## src/rtl/gdad_pkg.sv

```systemverilog
// Package for the Gregorian date shifter: types, calendar constants and month lengths.
package gdad_pkg;

  localparam int YearW  = 14;
  localparam int MonthW = 4;
  localparam int DayW   = 5;
  localparam int CountW = 16;
  // Signed working day value: wide enough for 31 + 65535 and 1 - 65535.
  localparam int WorkW  = 18;
  // Year position inside the 400-year leap cycle.
  localparam int CycW   = 9;

  localparam logic [YearW-1:0]  YearMin   = 14'd1;
  localparam logic [YearW-1:0]  YearMax   = 14'd9999;
  localparam logic [YearW-1:0]  LeapCycle = 14'd400;
  localparam logic [CycW-1:0]   CycLast   = 9'd399;
  localparam logic [MonthW-1:0] MonthJan  = 4'd1;
  localparam logic [MonthW-1:0] MonthFeb  = 4'd2;
  localparam logic [MonthW-1:0] MonthDec  = 4'd12;
  localparam logic [DayW-1:0]   DayLast   = 5'd31;

  localparam logic OpAdd = 1'b0;
  localparam logic OpSub = 1'b1;

  typedef enum logic [3:0] {
    S_IDLE = 4'b0001,
    S_MOD  = 4'b0010,
    S_NORM = 4'b0100,
    S_WALK = 4'b1000
  } state_t;

  // Leap test from the position in the 400-year cycle.
  function automatic logic is_leap(input logic [CycW-1:0] cyc);
    logic century;
    century = (cyc == 9'd100) || (cyc == 9'd200) || (cyc == 9'd300);
    return (cyc[1:0] == 2'b00) && !century;
  endfunction

  // Length of a month; codes outside 1..12 give 31.
  function automatic logic [DayW-1:0] days_in(input logic [MonthW-1:0] m,
                                              input logic leap);
    logic [DayW-1:0] len;
    case (m)
      4'd2:    len = leap ? 5'd29 : 5'd28;
      4'd4:    len = 5'd30;
      4'd6:    len = 5'd30;
      4'd9:    len = 5'd30;
      4'd11:   len = 5'd30;
      default: len = 5'd31;
    endcase
    return len;
  endfunction

endpackage

```

## src/rtl/gregorian_date_add_days.sv

```systemverilog
// Gregorian date shifter: moves a date forward or back by a day count, one month a cycle.
//
// The block takes one date at a time and walks it month by month through a single
// shared add/compare unit. The start year is first reduced to its place in the 400-year
// leap cycle by repeated subtraction (0 to 24 steps); one step then normalizes the start
// date and applies the day count, and the months are walked after that (one month per
// cycle, at most about 2160 for a count of 65535), after which the result word sits in an
// output register. in_stall stays high while an item is in progress or a result word
// waits to be taken. Years are clamped to 1..9999; running past either end returns
// 9999-12-31 or 0001-01-01 with out_of_range set. Start fields out of range are clamped
// before the walk.
module gregorian_date_add_days
  import gdad_pkg::*;
(
  input  logic              clk,
  input  logic              rst,
  input  logic              in_valid,
  output logic              in_stall,
  input  logic              opcode,
  input  logic [YearW-1:0]  start_year,
  input  logic [MonthW-1:0] start_month,
  input  logic [DayW-1:0]   start_day,
  input  logic [CountW-1:0] day_count,
  output logic              out_valid,
  input  logic              out_stall,
  output logic [YearW-1:0]  result_year,
  output logic [MonthW-1:0] result_month,
  output logic [DayW-1:0]   result_day,
  output logic              out_of_range
);

  state_t                   state;
  logic                     op;
  logic [YearW-1:0]         year;
  logic [MonthW-1:0]        month;
  logic [DayW-1:0]          day_in;
  logic [CountW-1:0]        count;
  logic [YearW-1:0]         rem;
  logic [CycW-1:0]          cyc;
  logic signed [WorkW-1:0]  day;

  logic                     leap;
  logic [DayW-1:0]          len_cur;
  logic [DayW-1:0]          len_prev;
  logic [DayW-1:0]          day_norm;
  logic signed [WorkW-1:0]  len_cur_s;
  logic [CycW-1:0]          cyc_inc;
  logic [CycW-1:0]          cyc_dec;

  assign in_stall = (state != S_IDLE) || out_valid;

  // Month lengths for the current and the previous month of the working year.
  always_comb begin
    leap      = is_leap(cyc);
    len_cur   = days_in(month, leap);
    len_prev  = (month == MonthJan) ? DayLast : days_in(month - 4'd1, leap);
    len_cur_s = $signed({{(WorkW-DayW){1'b0}}, len_cur});
    cyc_inc   = (cyc == CycLast) ? '0 : cyc + 9'd1;
    cyc_dec   = (cyc == '0) ? CycLast : cyc - 9'd1;
    if (day_in == '0) begin
      day_norm = 5'd1;
    end else if (day_in > len_cur) begin
      day_norm = len_cur;
    end else begin
      day_norm = day_in;
    end
  end

  // Sequencer and the shared month-step unit.
  always_ff @(posedge clk) begin
    if (rst) begin
      state     <= S_IDLE;
      out_valid <= 1'b0;
    end else begin
      if (out_valid && !out_stall) begin
        out_valid <= 1'b0;
      end
      case (state)
        S_IDLE: begin
          if (in_valid && !in_stall) begin
            op     <= opcode;
            count  <= day_count;
            day_in <= start_day;
            if (start_year < YearMin) begin
              year <= YearMin;
              rem  <= YearMin;
            end else if (start_year > YearMax) begin
              year <= YearMax;
              rem  <= YearMax;
            end else begin
              year <= start_year;
              rem  <= start_year;
            end
            if (start_month < MonthJan) begin
              month <= MonthJan;
            end else if (start_month > MonthDec) begin
              month <= MonthDec;
            end else begin
              month <= start_month;
            end
            state <= S_MOD;
          end
        end
        S_MOD: begin
          // Reduce the year to its place in the leap cycle.
          if (rem >= LeapCycle) begin
            rem <= rem - LeapCycle;
          end else begin
            cyc   <= rem[CycW-1:0];
            state <= S_NORM;
          end
        end
        S_NORM: begin
          if (op == OpSub) begin
            day <= $signed({{(WorkW-DayW){1'b0}}, day_norm})
                 - $signed({{(WorkW-CountW){1'b0}}, count});
          end else begin
            day <= $signed({{(WorkW-DayW){1'b0}}, day_norm})
                 + $signed({{(WorkW-CountW){1'b0}}, count});
          end
          state <= S_WALK;
        end
        S_WALK: begin
          if (op == OpAdd) begin
            if (day > len_cur_s) begin
              day <= day - len_cur_s;
              if (month == MonthDec) begin
                if (year == YearMax) begin
                  result_year  <= YearMax;
                  result_month <= MonthDec;
                  result_day   <= DayLast;
                  out_of_range <= 1'b1;
                  out_valid    <= 1'b1;
                  state        <= S_IDLE;
                end else begin
                  year  <= year + 14'd1;
                  month <= MonthJan;
                  cyc   <= cyc_inc;
                end
              end else begin
                month <= month + 4'd1;
              end
            end else begin
              result_year  <= year;
              result_month <= month;
              result_day   <= day[DayW-1:0];
              out_of_range <= 1'b0;
              out_valid    <= 1'b1;
              state        <= S_IDLE;
            end
          end else begin
            if (day < $signed(18'sd1)) begin
              if (month == MonthJan) begin
                if (year == YearMin) begin
                  result_year  <= YearMin;
                  result_month <= MonthJan;
                  result_day   <= 5'd1;
                  out_of_range <= 1'b1;
                  out_valid    <= 1'b1;
                  state        <= S_IDLE;
                end else begin
                  // December is 31 days in every year.
                  year  <= year - 14'd1;
                  month <= MonthDec;
                  cyc   <= cyc_dec;
                  day   <= day + $signed({{(WorkW-DayW){1'b0}}, DayLast});
                end
              end else begin
                month <= month - 4'd1;
                day   <= day + $signed({{(WorkW-DayW){1'b0}}, len_prev});
              end
            end else begin
              result_year  <= year;
              result_month <= month;
              result_day   <= day[DayW-1:0];
              out_of_range <= 1'b0;
              out_valid    <= 1'b1;
              state        <= S_IDLE;
            end
          end
        end
        default: begin
          state <= S_IDLE;
        end
      endcase
    end
  end

endmodule
```

## config.mk

```make
export PLATFORM = sky130hd
export DESIGN_NAME = gregorian_date_add_days
export DESIGN_NICKNAME = d
export VERILOG_FILES = /design/src/rtl/gdad_pkg.sv /design/src/rtl/gregorian_date_add_days.sv
export SDC_FILE = /design/constraint.sdc
export NUM_CORES = 1
export LEC_CHECK = 0
export CAP_MARGIN = 20
export CORE_MARGIN = 2
export CORE_UTILIZATION = 50
export CTS_CLUSTER_DIAMETER = 50
export CTS_CLUSTER_SIZE = 8
export DETAILED_ROUTE_END_ITERATION = 12
export DONT_BUFFER_PORTS = 1
export GPL_TIMING_DRIVEN = 0
export PLACE_DENSITY = 0.68
export SYNTH_ARGS = -nofsm -noshare
export SYNTH_HDL_FRONTEND = slang
export SYNTH_SLANG_ARGS = --single-unit
```

## constraint.sdc

```tcl
create_clock -name clk -period 8.65 [get_ports clk]
set_input_delay 0.865 -clock clk [delete_from_list [all_inputs] [get_ports clk]]
set_output_delay 0.865 -clock clk [all_outputs]
set_load 0.005 [all_outputs]
```

== Word-level counts from Yosys, hierarchy flattened ==
Cells that the tools add are included.
Storage, ports and cells
  bits in registers: 110
  bits in latches: 0
  memory bits (writable): 0
  memory bits (read-only): 0
  input bits: 44
  output and inout bits: 26
  word-level logic and storage cells: 196
  memories: 0
Cells by class
  $add $sub $neg: 12
  multiply operators: 0
  divide/modulo/power cells: 0
  order comparisons: 8
  eq/ne operators: 42
  shift operators: 0
  muxes and demuxes: 93
  bitwise logic cells: 1
  reductions and logical operators: 26
Operators with widths (number)
  two-way mux 14 bit: 18
  two-way mux 18 bit: 6
  two-way mux 4 bit: 24
  two-way mux 9 bit: 10
  one-hot mux 14 bit (2 select lines): 2
  two-way mux 5 bit: 10
  one-hot mux 18 bit (2 select lines): 1
  equality test 4 bit (second input constant): 6
  inequality test 4 bit (second input constant): 6
  inequality test 3 bit (second input constant): 7
  equality test 4 x 3 -> 1 bit (second input constant): 5
  adder 18 x 6 -> 18 bit: 1
  adder 18 x 6 -> 18 bit (second input constant): 1
  equality test 9 bit (second input constant): 2
  greater-than comparator 18 x 6 -> 1 bit: 1
  < comparator 18 x 2 -> 1 bit (second input constant): 1
  one-hot mux 9 bit (2 select lines): 1
  AND reduction 9 bit: 2
  subtractor 18 x 6 -> 18 bit: 1
  adder 5 x 16 -> 17 bit: 1
  two-way mux 1 bit: 17
  subtractor 5 x 16 -> 17 bit: 1
  one-hot mux 4 bit (4 select lines): 1
  adder 14 x 1 -> 14 bit (second input constant): 1
  other kinds (37): 56

== Depth between registers and ports, before layout ==
Gate-level depths: netlist of run 1.
  word-level depth: 13
  depth in mapped cells: 22
  depth with buffers taken out: 21

== Worst setup path before layout of run 1 ==
Ideal clock, no wire load.
  kind: register to register
  from: reg cyc[7]
  to: reg day[0], enable pin
  setup time: 0.424 ns
  arrival time: 4.418 ns
  data required time: 8.226 ns
  path slack: 3.808 ns
  cell stages (with the launch flop): 17
  buffers on the path: 1
  cell sequence: edfxtp_1 > clkbuf_1 > nor4bb_1 > a21oi_1 > o31a_1 > o21ai_0 > o2bb2ai_1 > o21ai_0 > ha_1 > fa_1 > a211o_1 > a31oi_1 > and2_1 > nor2_2 > inv_2 > nand2_1 > a221oi_1
On the way
  word-level cells in the longest chain between the ends: 10
  elaborated cells on any way between the ends: 12
RTL lines
  start: declaration: RTL line gregorian_date_add_days.sv:39  | logic [CycW-1:0] cyc;
  start signal: assignment: RTL line gregorian_date_add_days.sv:109  | cyc <= rem[CycW-1:0];
  start signal: assignment: RTL line gregorian_date_add_days.sv:138  | cyc <= cyc_inc;
  start signal: assignment: RTL line gregorian_date_add_days.sv:165  | cyc <= cyc_dec;
  equality test 9 x 7 -> 1 bit / equality test 9 x 8 -> 1 bit (equally long branches): RTL line gdad_pkg.sv:35  | century = (cyc == 9'd100) || (cyc == 9'd200) || (cyc == 9'd300);
  logical OR 1 bit: RTL line gdad_pkg.sv:35
  logical OR 1 bit (*): RTL line gdad_pkg.sv:35
  zero test 1 bit (*): RTL line gdad_pkg.sv:36  | return (cyc[1:0] == 2'b00) && !century;
  logical AND 1 bit (*): RTL line gdad_pkg.sv:36
  two-way mux 1 bit (*): RTL line gdad_pkg.sv:44  | 4'd2: len = leap ? 5'd29 : 5'd28;
  one-hot mux 2 bit (2 select lines) (*): RTL line gdad_pkg.sv:43  | case (m)
  greater-than comparator 18 x 6 -> 1 bit (*): RTL line gregorian_date_add_days.sv:125  | if (day > len_cur_s) begin
  inequality test 3 bit (no source line) (*)
  AND reduction 5 bit (no source line) (*)
  end signal: assignment: RTL line gregorian_date_add_days.sv:115  | day <= $signed({{(WorkW-DayW){1'b0}}, day_norm})
  end signal: assignment: RTL line gregorian_date_add_days.sv:118  | day <= $signed({{(WorkW-DayW){1'b0}}, day_norm})
  end signal: assignment: RTL line gregorian_date_add_days.sv:126  | day <= day - len_cur_s;
  end: declaration: RTL line gregorian_date_add_days.sv:40  | logic signed [WorkW-1:0] day;
Mark *: on every way between the ends. The rest lies on a longest branch, timed or not.
A chain may end at the register's enable or synchronous reset.

== Worst setup path in the final report of run 1 ==
  from: reg cyc[3]
  to: reg day[14], data pin
On the way
  word-level cells in the longest chain between the ends: 13
  elaborated cells on any way between the ends: 24
RTL lines
  equality test 9 x 7 -> 1 bit / equality test 9 x 8 -> 1 bit (equally long branches): RTL line gdad_pkg.sv:35
  logical OR 1 bit: RTL line gdad_pkg.sv:35
  logical OR 1 bit (*): RTL line gdad_pkg.sv:35
  zero test 1 bit (*): RTL line gdad_pkg.sv:36
  logical AND 1 bit (*): RTL line gdad_pkg.sv:36
  two-way mux 1 bit (*): RTL line gdad_pkg.sv:44
  one-hot mux 2 bit (2 select lines): RTL line gdad_pkg.sv:43
  greater-than comparator 5 bit / two-way mux 5 bit (equally long branches): RTL line gregorian_date_add_days.sv:62, gregorian_date_add_days.sv:56
  two-way mux 5 bit / adder 18 x 6 -> 18 bit (equally long branches): RTL line gregorian_date_add_days.sv:62, gregorian_date_add_days.sv:170
  two-way mux 5 bit / two-way mux 18 bit (equally long branches): RTL line gregorian_date_add_days.sv:60, gregorian_date_add_days.sv:153
  adder 5 x 16 -> 17 bit (tied with other cells): RTL line gregorian_date_add_days.sv:119  | + $signed({{(WorkW-CountW){1'b0}}, count});
  two-way mux 18 bit, on equally long branches: RTL line gregorian_date_add_days.sv:114, gregorian_date_add_days.sv:124
  one-hot mux 18 bit (2 select lines) (*): RTL line gregorian_date_add_days.sv:78  | case (state)
Mark *: on every way between the ends. The rest lies on a longest branch, timed or not. The select of a mux whose other input is x is not followed.

==> results of run 1 <==
-- state kept, by name (all words and copies together) (netlist names), 4 cells and up --
register      count
count            16
cyc               9
day              18
day_in            5
month             4
rem              14
result_day        5
result_month      4
result_year      14
state             4
year             14
-- power groups by stage --
stage               sequential, mW  combinational (mW)  clock [mW]
floorplan                    0.684               0.276           0
global placement             0.693               0.346           0
detailed placement           0.695               0.362           0
CTS                          0.683               0.365       0.439
global route                 0.689               0.410       0.454
finish                       0.683               0.371       0.433
-- layer usage --
layer  wire length, um  part of all wire (%)
met1              9343                    47
met2              9002                    45
met3              1158                   5.8
met4               471                   2.4
met5                 0                     0
-- cells in the final DEF, fill, tap and decap left out, types with 5 or more instances in the layout --
cell                        netlist  routed
sky130_fd_sc_hd__xor2_1          21      21
sky130_fd_sc_hd__a21oi_1         49      49
sky130_fd_sc_hd__nand2b_1         8       8
sky130_fd_sc_hd__nand4_1         10      10
sky130_fd_sc_hd__and2_1          18      18
sky130_fd_sc_hd__o31ai_1          5       5
sky130_fd_sc_hd__xnor2_1         31      31
sky130_fd_sc_hd__buf_6            4       5
sky130_fd_sc_hd__clkbuf_1        34      34
sky130_fd_sc_hd__nand2_1         76      76
sky130_fd_sc_hd__a31oi_1         15      15
sky130_fd_sc_hd__and3_1           8       8
sky130_fd_sc_hd__nor4_1          10      10
sky130_fd_sc_hd__o211ai_1         5       5
sky130_fd_sc_hd__inv_1           31      31
sky130_fd_sc_hd__o21ai_0         59      59
sky130_fd_sc_hd__nor3_1          24      24
sky130_fd_sc_hd__buf_1            6       6
sky130_fd_sc_hd__nor2_1         101     100
sky130_fd_sc_hd__clkbuf_16        0       9
sky130_fd_sc_hd__nor2b_1         13      13
sky130_fd_sc_hd__edfxtp_1       105     105
sky130_fd_sc_hd__a21o_1           5       5
sky130_fd_sc_hd__ha_1            29      29
sky130_fd_sc_hd__dfxtp_1          5       5
sky130_fd_sc_hd__mux2i_1          5       5
sky130_fd_sc_hd__nand3_1         31      31
sky130_fd_sc_hd__or3_1           11      11
-- path summary, 6_finish.rpt --
| path | startpoint | to | cells after the start |
|---|---|---|---|
| worst max-delay path | cyc[3]$_DFFE_PP_ | day[14]$_DFFE_PP_ | 21 |
| worst max register to register | cyc[3]$_DFFE_PP_ | day[14]$_DFFE_PP_ | 21 |
| worst min-delay path | out_valid$_SDFF_PP0_ | out_valid$_SDFF_PP0_ | 2 |
| worst min register to register | out_valid$_SDFF_PP0_ | out_valid$_SDFF_PP0_ | 2 |
-- synth_stat cells, drive strengths merged, types with 8 or more instances --
master / count
nand2b: 8
edfxtp: 105
o21ai: 60
a21oi: 49
and3: 9
xor2: 21
nand4: 10
nor2b: 14
a31oi: 16
inv: 32
and2: 18
buf: 15
nor2: 102
ha: 29
or3: 11
nor3: 24
nand3: 32
nor4: 11
xnor2: 31
clkbuf: 34
nand2: 76
-- per-stage QoR --
stage | cells | worst slack, ps | util, % | power [mW]
final | 1034 | 3275 | 54.62 | 1.487
after global placement | 1014 | 1983 | 52.13 | 1.039
after detailed placement | 1017 | 3390 | 52.60 | 1.057
after global routing | 1034 | 2944 | 54.62 | 1.553
after floorplan | 826 | 3808 | - | 0.9599
after CTS | 1033 | 3342 | 54.57 | 1.487
-- worst max-delay path, stage by stage, from the launching register on --
cell and delay (ps):
sky130_fd_sc_hd__edfxtp_1 330, sky130_fd_sc_hd__clkbuf_1 340, sky130_fd_sc_hd__nor4bb_1 260, sky130_fd_sc_hd__a21oi_1 70, sky130_fd_sc_hd__o31a_1 260, sky130_fd_sc_hd__o21ai_0 610, sky130_fd_sc_hd__o2bb2ai_1 200, sky130_fd_sc_hd__o21ai_0 200
sky130_fd_sc_hd__ha_1 360, sky130_fd_sc_hd__nand2_1 80, sky130_fd_sc_hd__o211ai_2 140, sky130_fd_sc_hd__o21ai_0 240, sky130_fd_sc_hd__nor2b_1 170, sky130_fd_sc_hd__ha_1 180, sky130_fd_sc_hd__inv_1 50, sky130_fd_sc_hd__ha_1 190
sky130_fd_sc_hd__a21o_1 210, sky130_fd_sc_hd__o221a_4 230, sky130_fd_sc_hd__a311oi_4 470, sky130_fd_sc_hd__nor2_1 110, sky130_fd_sc_hd__or3_1 320, sky130_fd_sc_hd__a31oi_1 180
-- final cells by class --
cell class	instances	area share (%)
multi-input combinational	634	49.03
clock inverter	7	0.8685
buffer	49	2.773
sequential	110	39.62
inverter	33	1.508
clock buffer	9	2.743
timing repair buffer	4	0.5942
tap	188	2.865
-- kinds of logic (layout without fill, tap and decap cells) --
family | Yosys count | count (layout) | synth area share, %
AOI/OAI and AO/OA | 205 | 205 | 18.30
xor gates and xnor gates | 52 | 52 | 5.992
adders and majority gates | 32 | 32 | 5.432
buffers and inverters | 82 | 102 | 4.625
DFF | 110 | 110 | 42.80
muxes | 5 | 5 | 0.6585
and+or+nand+nor | 340 | 340 | 22.19
==> insert_results.sql, run 1 <==
INSERT INTO impl_metrics (metric_group, metric, value, unit) VALUES
('route', 'antenna_left', '0', ''),
('setup_path', 'cp.arrival', '5580', 'ps'),
('final_layout', 'postLayoutCellArea', '8212', 'sq um'),
('floorplanning', 'floorplan_die_area', '16200', 'sq um'),
('timing', 'final.setup.tns', '0', 'ps'),
('route', 'post_drt_wl_per_cell', '19.32', 'um'),
('global_route', 'track_usage', '24.91', '%'),
('floorplanning', 'floorplan.core_area', '15030', 'sq um'),
('route', 'wl', '19.98', 'mm'),
('final_layout', 'area_growth', '8.033', '%'),
('final_layout', 'diodes', '0', ''),
('final_layout', 'num-nets-final', '916', ''),
('pwr', 'reg_power_share', '45.9', '%'),
('timing', 'slew_headroom', '29.27', '%'),
('synth', 'average_footprint_of_a_synthesized_cell', '9.202', 'sq um'),
('setup_path', 'crit_path_capture_type', 'flop', ''),
('pwr', 'combinationalPowerShare', '24.9', '%'),
('pwr', 'sw_share', '32.02', '%'),
('timing', 'finalHoldViolations', '0', ''),
('floorplanning', 'fp.dieW', '127.3', 'um'),
('global_route', 'groute.layer.met2.usage', '39.35', '%'),
('global_route', 'via_count_of_the_first_global_routing_pass', '6072', ''),
('clock_network', 'cts_setup_buffers', '0', ''),
('final_layout', 'multi_input_area', '4026', 'sq um'),
('timing', 'timing_max_transition_violations_final', '0', ''),
('global_route', 'met3_routing_resource_usage_after_global_routing', '3.350', '%'),
('floorplanning', 'rows', '45', ''),
('synth', 'yosys_warnings', '0', ''),
('route', 'drt_drc_violations_left', '0', ''),
('synth', 'synthesis.nets', '901', ''),
('route', 'detail_route.iter0.violations', '697', ''),
('synth', 'netlist.area_leader.share', '41.48', '%'),
('route', 'drt_pre_antenna_iters', '8', ''),
('global_route', 'grt_antenna_before_repair', '0', ''),
('pwr', 'p_leak', '2.885', 'nW'),
('timing', 'max_slew.worst_pin.slew', '1046', 'ps'),
('final_layout', 'post_route_cells_drive_above_1_share', '6.383', '%'),
('flow_run', 'drv_cap', '0', ''),
('clock_network', 'cts_htree_levels', '3', ''),
('clock_network', 'cts.root.buffer_cell', 'sky130_fd_sc_hd__clkbuf_16', ''),
('placement', 'placement.io_buffers', '0', ''),
('setup_path', 'path_max_fanout', '10', ''),
('timing', 'fin_worst_skew', '8.150', 'ps'),
('final_layout', 'num-fill-cells', '1370', ''),
('clock_network', 'ctsLongestPathBuffers', '2', ''),
('timing', 'setup_violations', '0', ''),
('global_route', 'globalRoute.busiestLayer', 'met2', ''),
('route', 'viasPerCell', '6.206', ''),
('route', 'dr_vias', '6417', ''),
('floorplanning', 'die-height', '127.3', 'um'),
('clock_network', 'numCtsBuffers', '9', ''),
('placement', 'gp_congestion', '0.8930', ''),
('timing', 'finalCritPeriodShare', '62.14', '%'),
('clock_network', 'ctsHoldBuffers', '0', ''),
('global_route', 'maximum_number_of_pins_on_one_net_before_global_route_repair', '19', ''),
('clock_network', 'tritoncts', 'done', ''),
('pwr', 'total_switching_power', '0.4762', 'mW'),
('final_layout', 'ff_latch_area', '3253', 'sq um'),
('synth', 'synth-main-ff-cell', 'sky130_fd_sc_hd__edfxtp_1', ''),
('run_status', 'run_status', 'complete, no violations', ''),
('clock_network', 'clk_pin_slew', '80', 'ps'),
('pwr', 'internal_power', '1.011', 'mW'),
('synth', 'synth_edf_count', '105', ''),
('synth', 'post_synth_main_area_contributors', 'sky130_fd_sc_hd__edfxtp_1, sky130_fd_sc_hd__nor2_1, sky130_fd_sc_hd__ha_1', ''),
('setup_path', 'required', '8860', 'ps'),
('clock_network', 'post_cts_resize_count', '0', ''),
('hold_path', 'hold_path.class', 'reg -> reg', ''),
('synth', 'number_of_instances_in_the_synthesized_netlist', '826', ''),
('timing', 'achievable-frequency', '186.1', 'MHz'),
('setup_path', 'register_to_register_setup_slack', '3280', 'ps'),
('placement', 'detailed_place.area', '7908', 'sq um');
Note: power is estimated with default switching activity, not from simulation.
==> run 2: changes to the inputs <==
PLACE_DENSITY = 0.71   (was 0.68)
clock period = 4.9 ns   (was 8.65 ns; I/O delays follow)
==> insert_results.sql, run 2 (same netlist as run 1, synthesis figures left out) <==
INSERT INTO impl_metrics (metric_group, metric, value, unit) VALUES
('global_route', 'first_pass_grt_wire_length', '30.50', 'mm'),
('final_layout', 'layout.cells.most_common', 'sky130_fd_sc_hd__edfxtp_1', ''),
('placement', 'place_hpwl', '14.19', 'mm'),
('timing', 'fin_worst_skew', '9.791', 'ps'),
('route', 'drt_drc_violations_left', '0', ''),
('setup_path', 'critPathMaxStageDelay', '410', 'ps'),
('clock_network', 'numCtsBuffers', '9', ''),
('placement', 'detailed_place.area', '7900', 'sq um'),
('global_route', 'grt_antenna_before_repair', '0', ''),
('global_route', 'track_usage', '24.00', '%'),
('timing', 'achievable-frequency', '221.1', 'MHz'),
('final_layout', 'ff_latch_area', '3253', 'sq um'),
('setup_path', 'critical_path.cell_chain', 'clkbuf_2 > nor3b_1 > a21oi_1 > o31a_1 > o21ai_4 > o2bb2ai_1 > o21ai_1 > ha_1 > nand2_1 > o211ai_2 > o21ai_1 > nor2b_1 > ha_1 > inv_1 > ha_1 > a21o_1 > o221a_4 > a311oi_4 > o21a_1 > o21ai_0 > a31o_2', ''),
('setup_path', 'reg2reg_to', 'day[6]$_DFFE_PP_', ''),
('setup_path', 'cp.arrival', '4640', 'ps'),
('final_layout', 'layout.cells.most_common_list', 'sky130_fd_sc_hd__edfxtp_1, sky130_fd_sc_hd__nor2_1, sky130_fd_sc_hd__nand2_1, sky130_fd_sc_hd__o21ai_0, sky130_fd_sc_hd__a21oi_1', ''),
('setup_path', 'path_max_fanout', '10', ''),
('floorplanning', 'rows', '45', ''),
('floorplanning', 'floorplan_die_area', '16200', 'sq um'),
('final_layout', 'largest_register', 'day', ''),
('clock_network', 'clock_sink_count', '110', ''),
('clock_network', 'cts_htree_levels', '3', ''),
('floorplanning', 'fp.dieW', '127.3', 'um'),
('final_layout', 'num-nets-final', '918', ''),
('timing', 'timing_max_transition_violations_final', '0', ''),
('hold_path', 'hold_path.class', 'in -> reg', ''),
('pwr', 'p_leak', '2.898', 'nW'),
('global_route', 'globalRoute.busiestLayer', 'met2', ''),
('final_layout', 'num-fill-cells', '1382', ''),
('run_status', 'run_status', 'complete, no violations', ''),
('setup_path', 'timing_worst_setup_path_type', 'reg -> reg', ''),
('global_route', 'global_route.overflow_total', '0', ''),
('timing', 'slew_headroom', '37.09', '%'),
('setup_path', 'register_to_register_setup_slack', '380', 'ps'),
('setup_path', 'critical-path-slowest-cell', 'sky130_fd_sc_hd__a311oi_4', ''),
('floorplanning', 'design.portCount', '70', ''),
('placement', 'placement.io_buffers', '0', ''),
('timing', 'max_slew.worst_pin.slew', '930.5', 'ps'),
('flow_run', 'drv_cap', '0', ''),
('floorplanning', 'die-height', '127.3', 'um'),
('setup_path', 'worst_r2r_path_depth', '21', ''),
('setup_path', 'crit_path_capture_type', 'flop', ''),
('hold_path', 'whs_endpoint', 'count[7]$_DFFE_PP_', ''),
('setup_path', 'required', '5020', 'ps'),
('timing', 'finalCritPeriodShare', '92.32', '%'),
('timing', 'final.setup.tns', '0', 'ps'),
('route', 'wl', '19.26', 'mm'),
('timing', 'finalWorstPathRequiredPeriod', '4524', 'ps'),
('timing', 'worst_hold_slack', '221.0', 'ps'),
('hold_path', 'hold_path_depth', '0', ''),
('global_route', 'grt_use_met1', '35.72', '%'),
('pwr', 'vdd_drop_max', '227.2', 'uV'),
('global_route', 'met3_routing_resource_usage_after_global_routing', '4.146', '%'),
('timing', 'setup_violations', '0', ''),
('final_layout', 'postLayoutCellArea', '8228', 'sq um'),
('setup_path', 'worstPathBufferInverterCount', '2', ''),
('final_layout', 'post_route_cells_drive_above_1_share', '7.429', '%'),
('floorplanning', 'floorplan.core_area', '15030', 'sq um'),
('clock_network', 'ctsHoldBuffers', '0', ''),
('route', 'dr_vias', '6356', ''),
('setup_path', 'worst_r2r_startpoint', 'cyc[5]$_DFFE_PP_', ''),
('clock_network', 'clk_pin_slew', '80', 'ps'),
('floorplanning', 'start_util', '50.56', '%'),
('pwr', 'post-layout-total-power', '2.565', 'mW'),
('setup_path', 'worst_setup_path_start_kind', 'flop', ''),
('clock_network', 'cts.root.buffer_cell', 'sky130_fd_sc_hd__clkbuf_16', ''),
('route', 'antenna_left', '0', ''),
('clock_network', 'clkLatencyLatePin', '360', 'ps'),
('global_route', 'maximum_number_of_pins_on_one_net_before_global_route_repair', '19', ''),
('final_layout', 'reg_top3', 'day (18), count (16)', ''),
('final_layout', 'diodes', '0', ''),
('final_layout', 'fin_cells', '1036', ''),
('final_layout', 'area_growth', '8.247', '%'),
('final_layout', 'largest_register_ff_count', '18', ''),
('timing', 'finalHoldViolations', '0', ''),
('pwr', 'power-per-cell-area', '311.8', 'nW/um^2'),
('setup_path', 'crit_family', 'compound AO/OA/AOI/OAI gates', ''),
('placement', 'numPlacedInstances', '1018', ''),
('global_route', 'via_count_of_the_first_global_routing_pass', '5747', ''),
('final_layout', 'multi_input_area', '4040', 'sq um'),
('route', 'drt_pre_antenna_iters', '6', ''),
('clock_network', 'ctsLongestPathBuffers', '2', ''),
('placement', 'gp_congestion', '0.9017', ''),
('hold_path', 'worstHoldStart', 'day_count[7]', ''),
('global_route', 'groute.layer.met2.usage', '36.43', '%'),
('setup_path', 'critical-path-top-cell-by-count', 'sky130_fd_sc_hd__ha_1', ''),
('route', 'detail_route.iter0.violations', '630', ''),
('route', 'viasPerCell', '6.135', ''),
('timing', 'grt_setup_unrepaired', 'no', ''),
('clock_network', 'tritoncts', 'done', ''),
('route', 'post_drt_wl_per_cell', '18.59', 'um');
-- run 2: cell types whose count changed in the layout (fill, tap and decap cells not counted), sizes merged --
cell	delta
buf	+5
bufinv	-1
clkinvlp	+1
clkbuf	-2
inv	-1
-- run 2: layer usage --
metal,up-vias,part of all wire [%]
li1,3064,-
met1,3016,47
met2,244,44
met3,32,6.9
met4,0,1.8
met5,-,0
-- run 2: worst max path at each step --
stage	slack [ps]	depth (start not counted)	endpoint	startpoint
finish	380	21	day[6]$_DFFE_PP_	cyc[5]$_DFFE_PP_
global route	2	21	day[6]$_DFFE_PP_	cyc[5]$_DFFE_PP_
CTS	20	21	day[6]$_DFFE_PP_	cyc[2]$_DFFE_PP_
detailed placement	-450	17	day[10]$_DFFE_PP_	cyc[3]$_DFFE_PP_
global placement	-1680	16	day[0]$_DFFE_PP_	cyc[3]$_DFFE_PP_
floorplan	60	16	day[0]$_DFFE_PP_	cyc[7]$_DFFE_PP_
-- run 2: cell type report --
cell class                 instances  area share [%]
tap                              188           2.859
timing repair buffer               9           1.004
clock buffer                      10           2.783
clock inverter                     6          0.5627
inverter                          33           1.505
multi-input combinational        634           49.10
sequential                       110           39.54
buffer                            46           2.646
-- run 2: metrics by stage --
stage	utilization, %	worst slack (ps)
finish	54.73	376.5
global route	54.73	1.840
CTS	54.52	23.65
global placement	52.13	-1678
detailed placement	52.55	-446.4
floorplan	-	57.96
-- run 2: where the power goes --
part	total [mW]	internal, mW	switching (mW)	leakage, nW
combinational	0.649	0.247	0.402	1.77
sequential	1.21	1.14	0.0669	0.999
clock	0.710	0.349	0.361	0.129
total	2.57	1.74	0.830	2.90
-- run 2: worst reg2reg max path, stage by stage (launching register included) --
cell and delay, ps:
sky130_fd_sc_hd__edfxtp_1 350, sky130_fd_sc_hd__clkbuf_2 210, sky130_fd_sc_hd__nor3b_1 200, sky130_fd_sc_hd__a21oi_1 80, sky130_fd_sc_hd__o31a_1 280, sky130_fd_sc_hd__o21ai_4 220
sky130_fd_sc_hd__o2bb2ai_1 150, sky130_fd_sc_hd__o21ai_1 130, sky130_fd_sc_hd__ha_1 330, sky130_fd_sc_hd__nand2_1 80, sky130_fd_sc_hd__o211ai_2 140, sky130_fd_sc_hd__o21ai_1 180
sky130_fd_sc_hd__nor2b_1 150, sky130_fd_sc_hd__ha_1 180, sky130_fd_sc_hd__inv_1 50, sky130_fd_sc_hd__ha_1 190, sky130_fd_sc_hd__a21o_1 200, sky130_fd_sc_hd__o221a_4 220
sky130_fd_sc_hd__a311oi_4 410, sky130_fd_sc_hd__o21a_1 180, sky130_fd_sc_hd__o21ai_0 90, sky130_fd_sc_hd__a31o_2 260
-- run 2: repair_timing --
action	CTS	global route
setup endpoints to repair	40	11
setup buffers	1	4
pin swaps	1	1
gates resized for setup	4	5
